<file path="config.mk">
export PLATFORM = sky130hd
export DESIGN_NAME = modular_exponentiation
export DESIGN_NICKNAME = d
export VERILOG_FILES = /design/src/rtl/mexp_pkg.sv /design/src/rtl/mexp_mulmod.sv /design/src/rtl/modular_exponentiation.sv
export SDC_FILE = /design/constraint.sdc
export NUM_CORES = 1
export LEC_CHECK = 0
export BUFFER_PORTS_ARGS = -buffer_cell sky130_fd_sc_hd__buf_2
export CORE_MARGIN = 5
export CORE_UTILIZATION = 50
export DETAILED_ROUTE_END_ITERATION = 16
export HOLD_SLACK_MARGIN = 0.12
export PLACE_DENSITY = 0.76
export SYNTH_ARGS = -nofsm -noshare
export SYNTH_HDL_FRONTEND = slang
export SYNTH_SLANG_ARGS = --single-unit
export TNS_END_PERCENT = 50
</file>
<file path="constraint.sdc">
create_clock -name clk -period 9.2 [get_ports clk]
set_clock_uncertainty 0.1 [all_clocks]
set_input_delay 0.92 -clock clk [delete_from_list [all_inputs] [get_ports clk]]
set_output_delay 0.92 -clock clk [all_outputs]
set_load 0.005 [all_outputs]
</file>
<file path="src/rtl/mexp_pkg.sv">
// shared constants and types of the modular exponentiation block
// no dependencies
package mexp_pkg;

	// operand width of the arithmetic, low bits of every field
	localparam int WORD_BITS = 32;
	// width of the stream data and configuration data
	localparam int DATA_BITS = 32;
	// step counter of the multiplier, holds WORD_BITS itself
	localparam int CNT_BITS = $clog2(WORD_BITS + 1);
	// configuration register indexes
	localparam int CFG_INDEX_BITS = 1;
	localparam logic [CFG_INDEX_BITS-1:0] CFG_MODULUS = 1'b0;
	localparam logic [CFG_INDEX_BITS-1:0] CFG_EXPONENT = 1'b1;

	// request to the modular multiplier: a * b mod m
	typedef struct packed {
		logic                 start;
		logic [WORD_BITS-1:0] a;
		logic [WORD_BITS-1:0] b;
		logic [WORD_BITS-1:0] m;
	} mexp_mul_req_t;

	// response of the modular multiplier
	typedef struct packed {
		logic                 done;
		logic [WORD_BITS-1:0] prod;
	} mexp_mul_rsp_t;

endpackage

</file>
<file path="src/rtl/mexp_mulmod.sv">
// shift-add modular multiplier, one multiplier bit per cycle, msb first
// depends on mexp_pkg
module mexp_mulmod (
	input  logic                   clk,
	input  logic                   arst_n,
	input  mexp_pkg::mexp_mul_req_t req,
	output mexp_pkg::mexp_mul_rsp_t rsp
);
	import mexp_pkg::*;

	logic                 busy_q;
	logic                 done_q;
	logic [CNT_BITS-1:0]  cnt_q;
	logic [WORD_BITS-1:0] a_q;
	logic [WORD_BITS-1:0] b_q;
	logic [WORD_BITS-1:0] m_q;
	logic [WORD_BITS-1:0] r_q;

	logic                 m_zero;
	logic [WORD_BITS:0]   dbl;
	logic [WORD_BITS:0]   dbl_sub;
	logic [WORD_BITS-1:0] dbl_red;
	logic [WORD_BITS-1:0] addend;
	logic [WORD_BITS:0]   sum;
	logic [WORD_BITS:0]   sum_sub;
	logic [WORD_BITS-1:0] r_next;

	// r = (2r + bit * b) mod m, modulus zero wraps at the word width
	always_comb begin
		m_zero  = (m_q == '0);
		dbl     = {r_q, 1'b0};
		dbl_sub = dbl - {1'b0, m_q};
		if (!m_zero && (dbl >= {1'b0, m_q})) begin
			dbl_red = dbl_sub[WORD_BITS-1:0];
		end else begin
			dbl_red = dbl[WORD_BITS-1:0];
		end
		addend  = a_q[WORD_BITS-1] ? b_q : '0;
		sum     = {1'b0, dbl_red} + {1'b0, addend};
		sum_sub = sum - {1'b0, m_q};
		if (!m_zero && (sum >= {1'b0, m_q})) begin
			r_next = sum_sub[WORD_BITS-1:0];
		end else begin
			r_next = sum[WORD_BITS-1:0];
		end
	end

	always_ff @(posedge clk or negedge arst_n) begin
		if (!arst_n) begin
			busy_q <= 1'b0;
			done_q <= 1'b0;
			cnt_q  <= '0;
		end else begin
			done_q <= 1'b0;
			if (req.start && !busy_q) begin
				busy_q <= 1'b1;
				cnt_q  <= CNT_BITS'(WORD_BITS);
			end else if (busy_q) begin
				cnt_q <= cnt_q - CNT_BITS'(1);
				if (cnt_q == CNT_BITS'(1)) begin
					busy_q <= 1'b0;
					done_q <= 1'b1;
				end
			end
		end
	end

	always_ff @(posedge clk) begin
		if (req.start && !busy_q) begin
			a_q <= req.a;
			b_q <= req.b;
			m_q <= req.m;
			r_q <= '0;
		end else if (busy_q) begin
			a_q <= {a_q[WORD_BITS-2:0], 1'b0};
			r_q <= r_next;
		end
	end

	assign rsp.done = done_q;
	assign rsp.prod = r_q;

endmodule

</file>
<file path="src/rtl/modular_exponentiation.sv">
// modular exponentiation top level: stream ports, configuration and sequencer
// depends on mexp_pkg and mexp_mulmod
//
// Each input beat carries a base; the block returns base ** exponent mod modulus
// as one output beat, using right-to-left square-and-multiply. modulus and
// exponent are configuration registers (index 0 and 1, reset to 1 and 0) and
// are written over the cfg channel, which is always ready; write them only while
// no beat is in flight. All arithmetic runs on one shared shift-add modular
// multiplier that retires one multiplier bit per cycle. An item first reduces
// the base (one multiplication), then does one squaring for each exponent bit
// below the highest set bit and one multiply for each set bit: N = L + P
// multiplications, with L the position of the highest set exponent bit counted
// from one and P the number of set bits (N = 1 for exponent zero).
// s_axis_tready is low from the base beat until the result has gone into the
// output register and the sequencer is back in ST_IDLE. An exponent of zero
// returns 1 even for modulus 1; a modulus of zero reduces by wraparound at
// WORD_BITS. The result sits in an output register, so a new base is taken
// while an earlier result still waits on m_axis_tready.
module modular_exponentiation (
	input  logic                                 clk,
	input  logic                                 arst_n,
	// input stream, tdata: base_value
	input  logic                                 s_axis_tvalid,
	output logic                                 s_axis_tready,
	input  logic [mexp_pkg::DATA_BITS-1:0]       s_axis_tdata,
	// output stream, tdata: power_result
	output logic                                 m_axis_tvalid,
	input  logic                                 m_axis_tready,
	output logic [mexp_pkg::DATA_BITS-1:0]       m_axis_tdata,
	// configuration write channel
	input  logic                                 cfg_valid,
	output logic                                 cfg_ready,
	input  logic [mexp_pkg::CFG_INDEX_BITS-1:0]  cfg_index,
	input  logic [mexp_pkg::DATA_BITS-1:0]       cfg_data
);
	import mexp_pkg::*;

	// sequencer states
	typedef enum logic [5:0] {
		ST_IDLE = 6'b000001,  // waiting for a base beat
		ST_RED  = 6'b000010,  // reducing the base mod modulus
		ST_STEP = 6'b000100,  // picking the next operation from the exponent
		ST_MUL  = 6'b001000,  // acc * base power
		ST_SQR  = 6'b010000,  // squaring the base power
		ST_HOLD = 6'b100000   // result ready, output register still full
	} state_t;

	state_t               state_q;
	logic [WORD_BITS-1:0] modulus_q;
	logic [WORD_BITS-1:0] exponent_q;
	logic [WORD_BITS-1:0] exp_q;     // exponent bits still to handle
	logic [WORD_BITS-1:0] acc_q;     // running product
	logic [WORD_BITS-1:0] pow_q;     // base raised to 2**i
	logic [WORD_BITS-1:0] out_q;
	logic                 out_valid_q;

	mexp_mul_req_t mul_req;
	mexp_mul_rsp_t mul_rsp;

	logic in_beat;
	logic out_beat;
	logic out_free;
	logic finish;

	assign in_beat  = s_axis_tvalid && s_axis_tready;
	assign out_beat = m_axis_tvalid && m_axis_tready;
	// output register can take a result in this cycle
	assign out_free = !out_valid_q || m_axis_tready;
	// exponent exhausted, acc holds the answer
	assign finish   = ((state_q == ST_STEP) && (exp_q == '0)) || (state_q == ST_HOLD);

	mexp_mulmod u_mulmod (
		.clk    (clk),
		.arst_n (arst_n),
		.req    (mul_req),
		.rsp    (mul_rsp)
	);

	// multiplier operands follow the sequencer state
	always_comb begin
		mul_req.start = 1'b0;
		mul_req.a     = pow_q;
		mul_req.b     = pow_q;
		mul_req.m     = modulus_q;
		case (state_q)
			ST_IDLE: begin
				// base * 1 mod m reduces the base
				mul_req.start = in_beat;
				mul_req.a     = s_axis_tdata[WORD_BITS-1:0];
				mul_req.b     = WORD_BITS'(1);
			end
			ST_STEP: begin
				mul_req.start = (exp_q != '0);
				if (exp_q[0]) begin
					mul_req.a = acc_q;
				end
			end
			default: begin
			end
		endcase
	end

	// configuration registers, writes beyond the list fall through
	assign cfg_ready = 1'b1;

	always_ff @(posedge clk or negedge arst_n) begin
		if (!arst_n) begin
			modulus_q  <= WORD_BITS'(1);
			exponent_q <= '0;
		end else if (cfg_valid && cfg_ready) begin
			case (cfg_index)
				CFG_MODULUS:  modulus_q  <= cfg_data[WORD_BITS-1:0];
				CFG_EXPONENT: exponent_q <= cfg_data[WORD_BITS-1:0];
				default: begin
				end
			endcase
		end
	end

	// sequencer
	always_ff @(posedge clk or negedge arst_n) begin
		if (!arst_n) begin
			state_q <= ST_IDLE;
			exp_q   <= '0;
		end else begin
			case (state_q)
				ST_IDLE: begin
					if (in_beat) begin
						exp_q   <= exponent_q;
						state_q <= ST_RED;
					end
				end
				ST_RED: begin
					if (mul_rsp.done) begin
						state_q <= ST_STEP;
					end
				end
				ST_STEP: begin
					if (exp_q == '0) begin
						state_q <= out_free ? ST_IDLE : ST_HOLD;
					end else if (exp_q[0]) begin
						state_q <= ST_MUL;
					end else begin
						state_q <= ST_SQR;
					end
				end
				ST_MUL: begin
					if (mul_rsp.done) begin
						// bit consumed, squaring comes next unless nothing is left
						exp_q[0] <= 1'b0;
						state_q  <= ST_STEP;
					end
				end
				ST_SQR: begin
					if (mul_rsp.done) begin
						exp_q   <= exp_q >> 1;
						state_q <= ST_STEP;
					end
				end
				ST_HOLD: begin
					if (out_free) begin
						state_q <= ST_IDLE;
					end
				end
				default: begin
					state_q <= ST_IDLE;
				end
			endcase
		end
	end

	// datapath registers
	always_ff @(posedge clk) begin
		if (in_beat) begin
			acc_q <= WORD_BITS'(1);
		end
		if (mul_rsp.done) begin
			if (state_q == ST_MUL) begin
				acc_q <= mul_rsp.prod;
			end else begin
				pow_q <= mul_rsp.prod;
			end
		end
		if (finish && out_free) begin
			out_q <= acc_q;
		end
	end

	// output register valid
	always_ff @(posedge clk or negedge arst_n) begin
		if (!arst_n) begin
			out_valid_q <= 1'b0;
		end else if (finish && out_free) begin
			out_valid_q <= 1'b1;
		end else if (out_beat) begin
			out_valid_q <= 1'b0;
		end
	end

	assign s_axis_tready = (state_q == ST_IDLE);
	assign m_axis_tvalid = out_valid_q;
	assign m_axis_tdata  = DATA_BITS'(out_q);

endmodule

</file>
==> results.toml <==
[sta]
rsz0062_at_grt = "no"
final_max_slew_viol_count = 0
fmax_ghz = 0.1160
relSlewSlack_pct = 26.30
tns_ns = 0
hold_viol = 0
setup_viol = 0
layout_min_cycle_time_ns = 8.620
period_share_pct = 93.70
worstMarginPinSlew_ns = 1.105

[power]
pwr-share-seq_pct = 46.6
peakVddDrop_mv = 0.2064
p_clk_share_pct = 40.4
cellPowerDensity_mw_per_mm2 = 187.7
p_int_mw = 2.802
pwr-share-comb_pct = 13.0
switchingPower_mw = 1.033
swShare_pct = 26.93
p_leak_nw = 8.461

[drt]
drt_iter0_drc = 1081
wl_per_cell_um = 20.62
first_pass_iters = 6
drc = 0
via_per_inst = 5.966
totalWireLength_um = 48450
drtAntennaViolNets = 0
vias = 14010

[critical_path]
rr_startpoint = "u_mulmod.m_q[3]"
reg2regPathDepth = 32
critPathSlowestCell = "o31a_4"
reg2reg_to = "u_mulmod.r_q[0]"
reg2reg_slack_ns = 0.58
crit_type = "reg -> reg"
cp_max_fo = 57
crit_path_max_incr_delay_ns = 0.55
worstSetupEndpoint = "u_mulmod.r_q[0]"
startpoint = "u_mulmod.m_q[3]"
worstPathArrival_ns = 8.99
timing.critical_path.mode_cell = "o21ai_0"
critPathCaptureType = "register"
crit_required_ns = 9.57
cp-start-kind = "register"

[cts]
cts_tree = "yes"
clk_latency_ns = 0.55
cts_hold_buf = 0
cts_root_buffer = "clkbuf_16"
clock_path_buffers = 3
cts_max_level = 2
cts.clk_slew.worst_paths_ns = 0.07
numCtsBuffers = 38
cts.sinks = 335

[placed_design]
dp.cells = 2279
place.gp.congestion = 0.9289
io_buffer_count = 103
place_hpwl_um = 35320
place_area_mm2 = 0.01914

[synth]
avgSynthCellArea_um2 = 10.26
ys.flop_type = "edfxtp_1"
synth_top_area_cell = "edfxtp_1"
netlist_area_mm2 = 0.01819
synth_cell_types = 82
synth_edf_count = 160
synth_seq_cells = 335
async_reset_ff_share_pct = 33.13
seq_area_frac_synth_pct = 48.75
netlist_instances = 1773
synthTopCellsByArea = "edfxtp_1 26%, dfrtp_1 15%, dfxtp_1 7.0%"
syn_nets = 1944
synth_top_area_share_pct = 26.42
yosys_warnings = 0

[cells_and_area]
stdcell_count = 2349
drive_above_1_share_pct = 14.99
design_area_mm2 = 0.02043
diodes = 0
fin_nets = 2029
syn_to_final_growth_pct = 12.34

[die]
pin_count = 105
die_h_um = 200.7
std_cell_rows = 69
initial_utilization_pct = 50.88
coreArea_mm2 = 0.03574
die_area_mm2 = 0.04029
die_x_um = 200.7

[global_route]
grt.overflow.total = 0
grt_first_pass_wirelength_um = 76140
antenna_found_initial = 0
grt_use_total_pct = 23.36
grt_max_degree = 79
first_global_vias = 13640

[job]
drv_cap = 0

[outcome]
run_status = "finished clean"

[hold_path]
hp-class = "reg -> reg"
-- placed cells by master (no fill, tap or decap), types with 19 or more instances in the layout --
cell / instances
a22oi_1: 33
o21ai_0: 95
a21o_1: 39
inv_1: 66
and2_1: 79
edfxtp_1: 160
xor2_1: 35
nand3_1: 39
buf_2: 102
dfrtp_1: 109
nand2_1: 176
a31oi_1: 68
dfxtp_1: 64
mux2i_1: 23
nor3_1: 20
buf_4: 19
ha_1: 98
clkbuf_16: 38
a22o_1: 32
nor4_1: 26
a21oi_1: 88
xnor2_1: 48
nor2_1: 125
mux2_2: 71
-- kinds of logic (layout without fill, tap and decap cells) --
| kind of cell | after synthesis | in the layout | synth area share [%] |
|---|---|---|---|
| AO/OA/AOI/OAI | 466 | 466 | 16.74 |
| XOR/XNOR | 83 | 83 | 3.997 |
| flip-flops | 335 | 335 | 48.75 |
| multiplexers | 94 | 94 | 5.662 |
| buffers and inverters | 144 | 259 | 3.254 |
| AND/OR/NAND/NOR | 549 | 549 | 14.50 |
| adder cells (fa/ha/maj) | 101 | 101 | 7.073 |
| other | 1 | 1 | 0.02062 |
-- power groups by stage --
stage | sequential, mW | combinational [mW] | clock, mW
2_1_floorplan | 1.78 | 0.352 | 0
3_3_place_gp | 1.81 | 0.478 | 0
3_5_place_dp | 1.81 | 0.496 | 0
4_1_cts | 1.79 | 0.501 | 1.57
5_1_grt | 1.80 | 0.549 | 1.64
6_report | 1.79 | 0.497 | 1.55
-- timing repair --
item | in CTS | in global routing
gates resized for setup | 0 | 1
endpoints found under the setup margin | 0 | 28
buffers inserted | 0 | 0
-- state kept, by name, summed over array words and instances, names as in the netlist, 6 cells and up --
register and cells:
acc_q 32, exp_q 32, exponent_q 32, m_axis_tdata 32
modulus_q 32, pow_q 32, state_q 6, u_mulmod.a_q 32
u_mulmod.b_q 32, u_mulmod.cnt_q 6, u_mulmod.m_q 32, u_mulmod.r_q 32
-- synth_stat cells (all sizes together) (35+ instances only) --
master    n
dfxtp    64
mux2     71
a21o     39
nand3    39
nor2    130
edfxtp  160
clkbuf   51
a21oi    89
xnor2    48
o21ai   110
inv      66
xor2     35
nand2   177
ha       98
a31oi    69
dfrtp   109
and2     79
-- worst min-delay path by stage --
| stage | from | end | slack [ns] | cells after the start |
|---|---|---|---|---|
| floorplan | modulus_q[10] | u_mulmod.m_q[10] | 0.32 | 0 |
| global placement | modulus_q[21] | u_mulmod.m_q[21] | 0.33 | 0 |
| detailed placement | modulus_q[31] | u_mulmod.m_q[31] | 0.33 | 0 |
| CTS | modulus_q[20] | u_mulmod.m_q[20] | 0.33 | 0 |
| global route | modulus_q[20] | u_mulmod.m_q[20] | 0.33 | 0 |
| finish | modulus_q[20] | u_mulmod.m_q[20] | 0.32 | 0 |
-- layout make-up --
class / instances / area, µm²
sequential: 335 / 8866
multi-input combinational: 1294 / 8782
fill: 3020 / 15310
tap: 461 / 576.8
timing repair buffer: 122 / 673.1
clock buffer: 45 / 977.2
clock inverter: 25 / 301.5
inverter: 67 / 252.7
-- metal layers --
| layer | wire length (µm) | global-route usage (%) | up-vias |
|---|---|---|---|
| met5 | 0 | 0 | - |
| met4 | 1089 | 5.875 | 0 |
| met3 | 3628 | 4.313 | 67 |
| met2 | 21410 | 36.02 | 501 |
| met1 | 22320 | 34.35 | 6779 |
| li1 | - | - | 6666 |
-- critical path: cells and delay by family, from the launching register on --
family          cells  cell delay (ns)
compound gates     22             5.26
xor+xnor            1             0.24
fa+ha+maj           3             1.04
buf+inv             2             0.39
flops               1             0.42
mux                 1             0.35
simple gates        3             0.66
-- metrics by stage --
step                total power [mW]  hold WS (ns)  setup WS, ns  utilization [%]
CTS                            3.859        0.3252        0.3545            57.14
global route                   3.988        0.3337       0.04308            57.16
floorplan                      2.134        0.3211         2.160                -
global placement               2.285        0.3293        0.6831            53.56
finish                         3.834        0.3233        0.5796            57.16
detailed placement             2.309        0.3322        0.4095            53.56
Note: power is estimated with default switching activity, not from simulation.
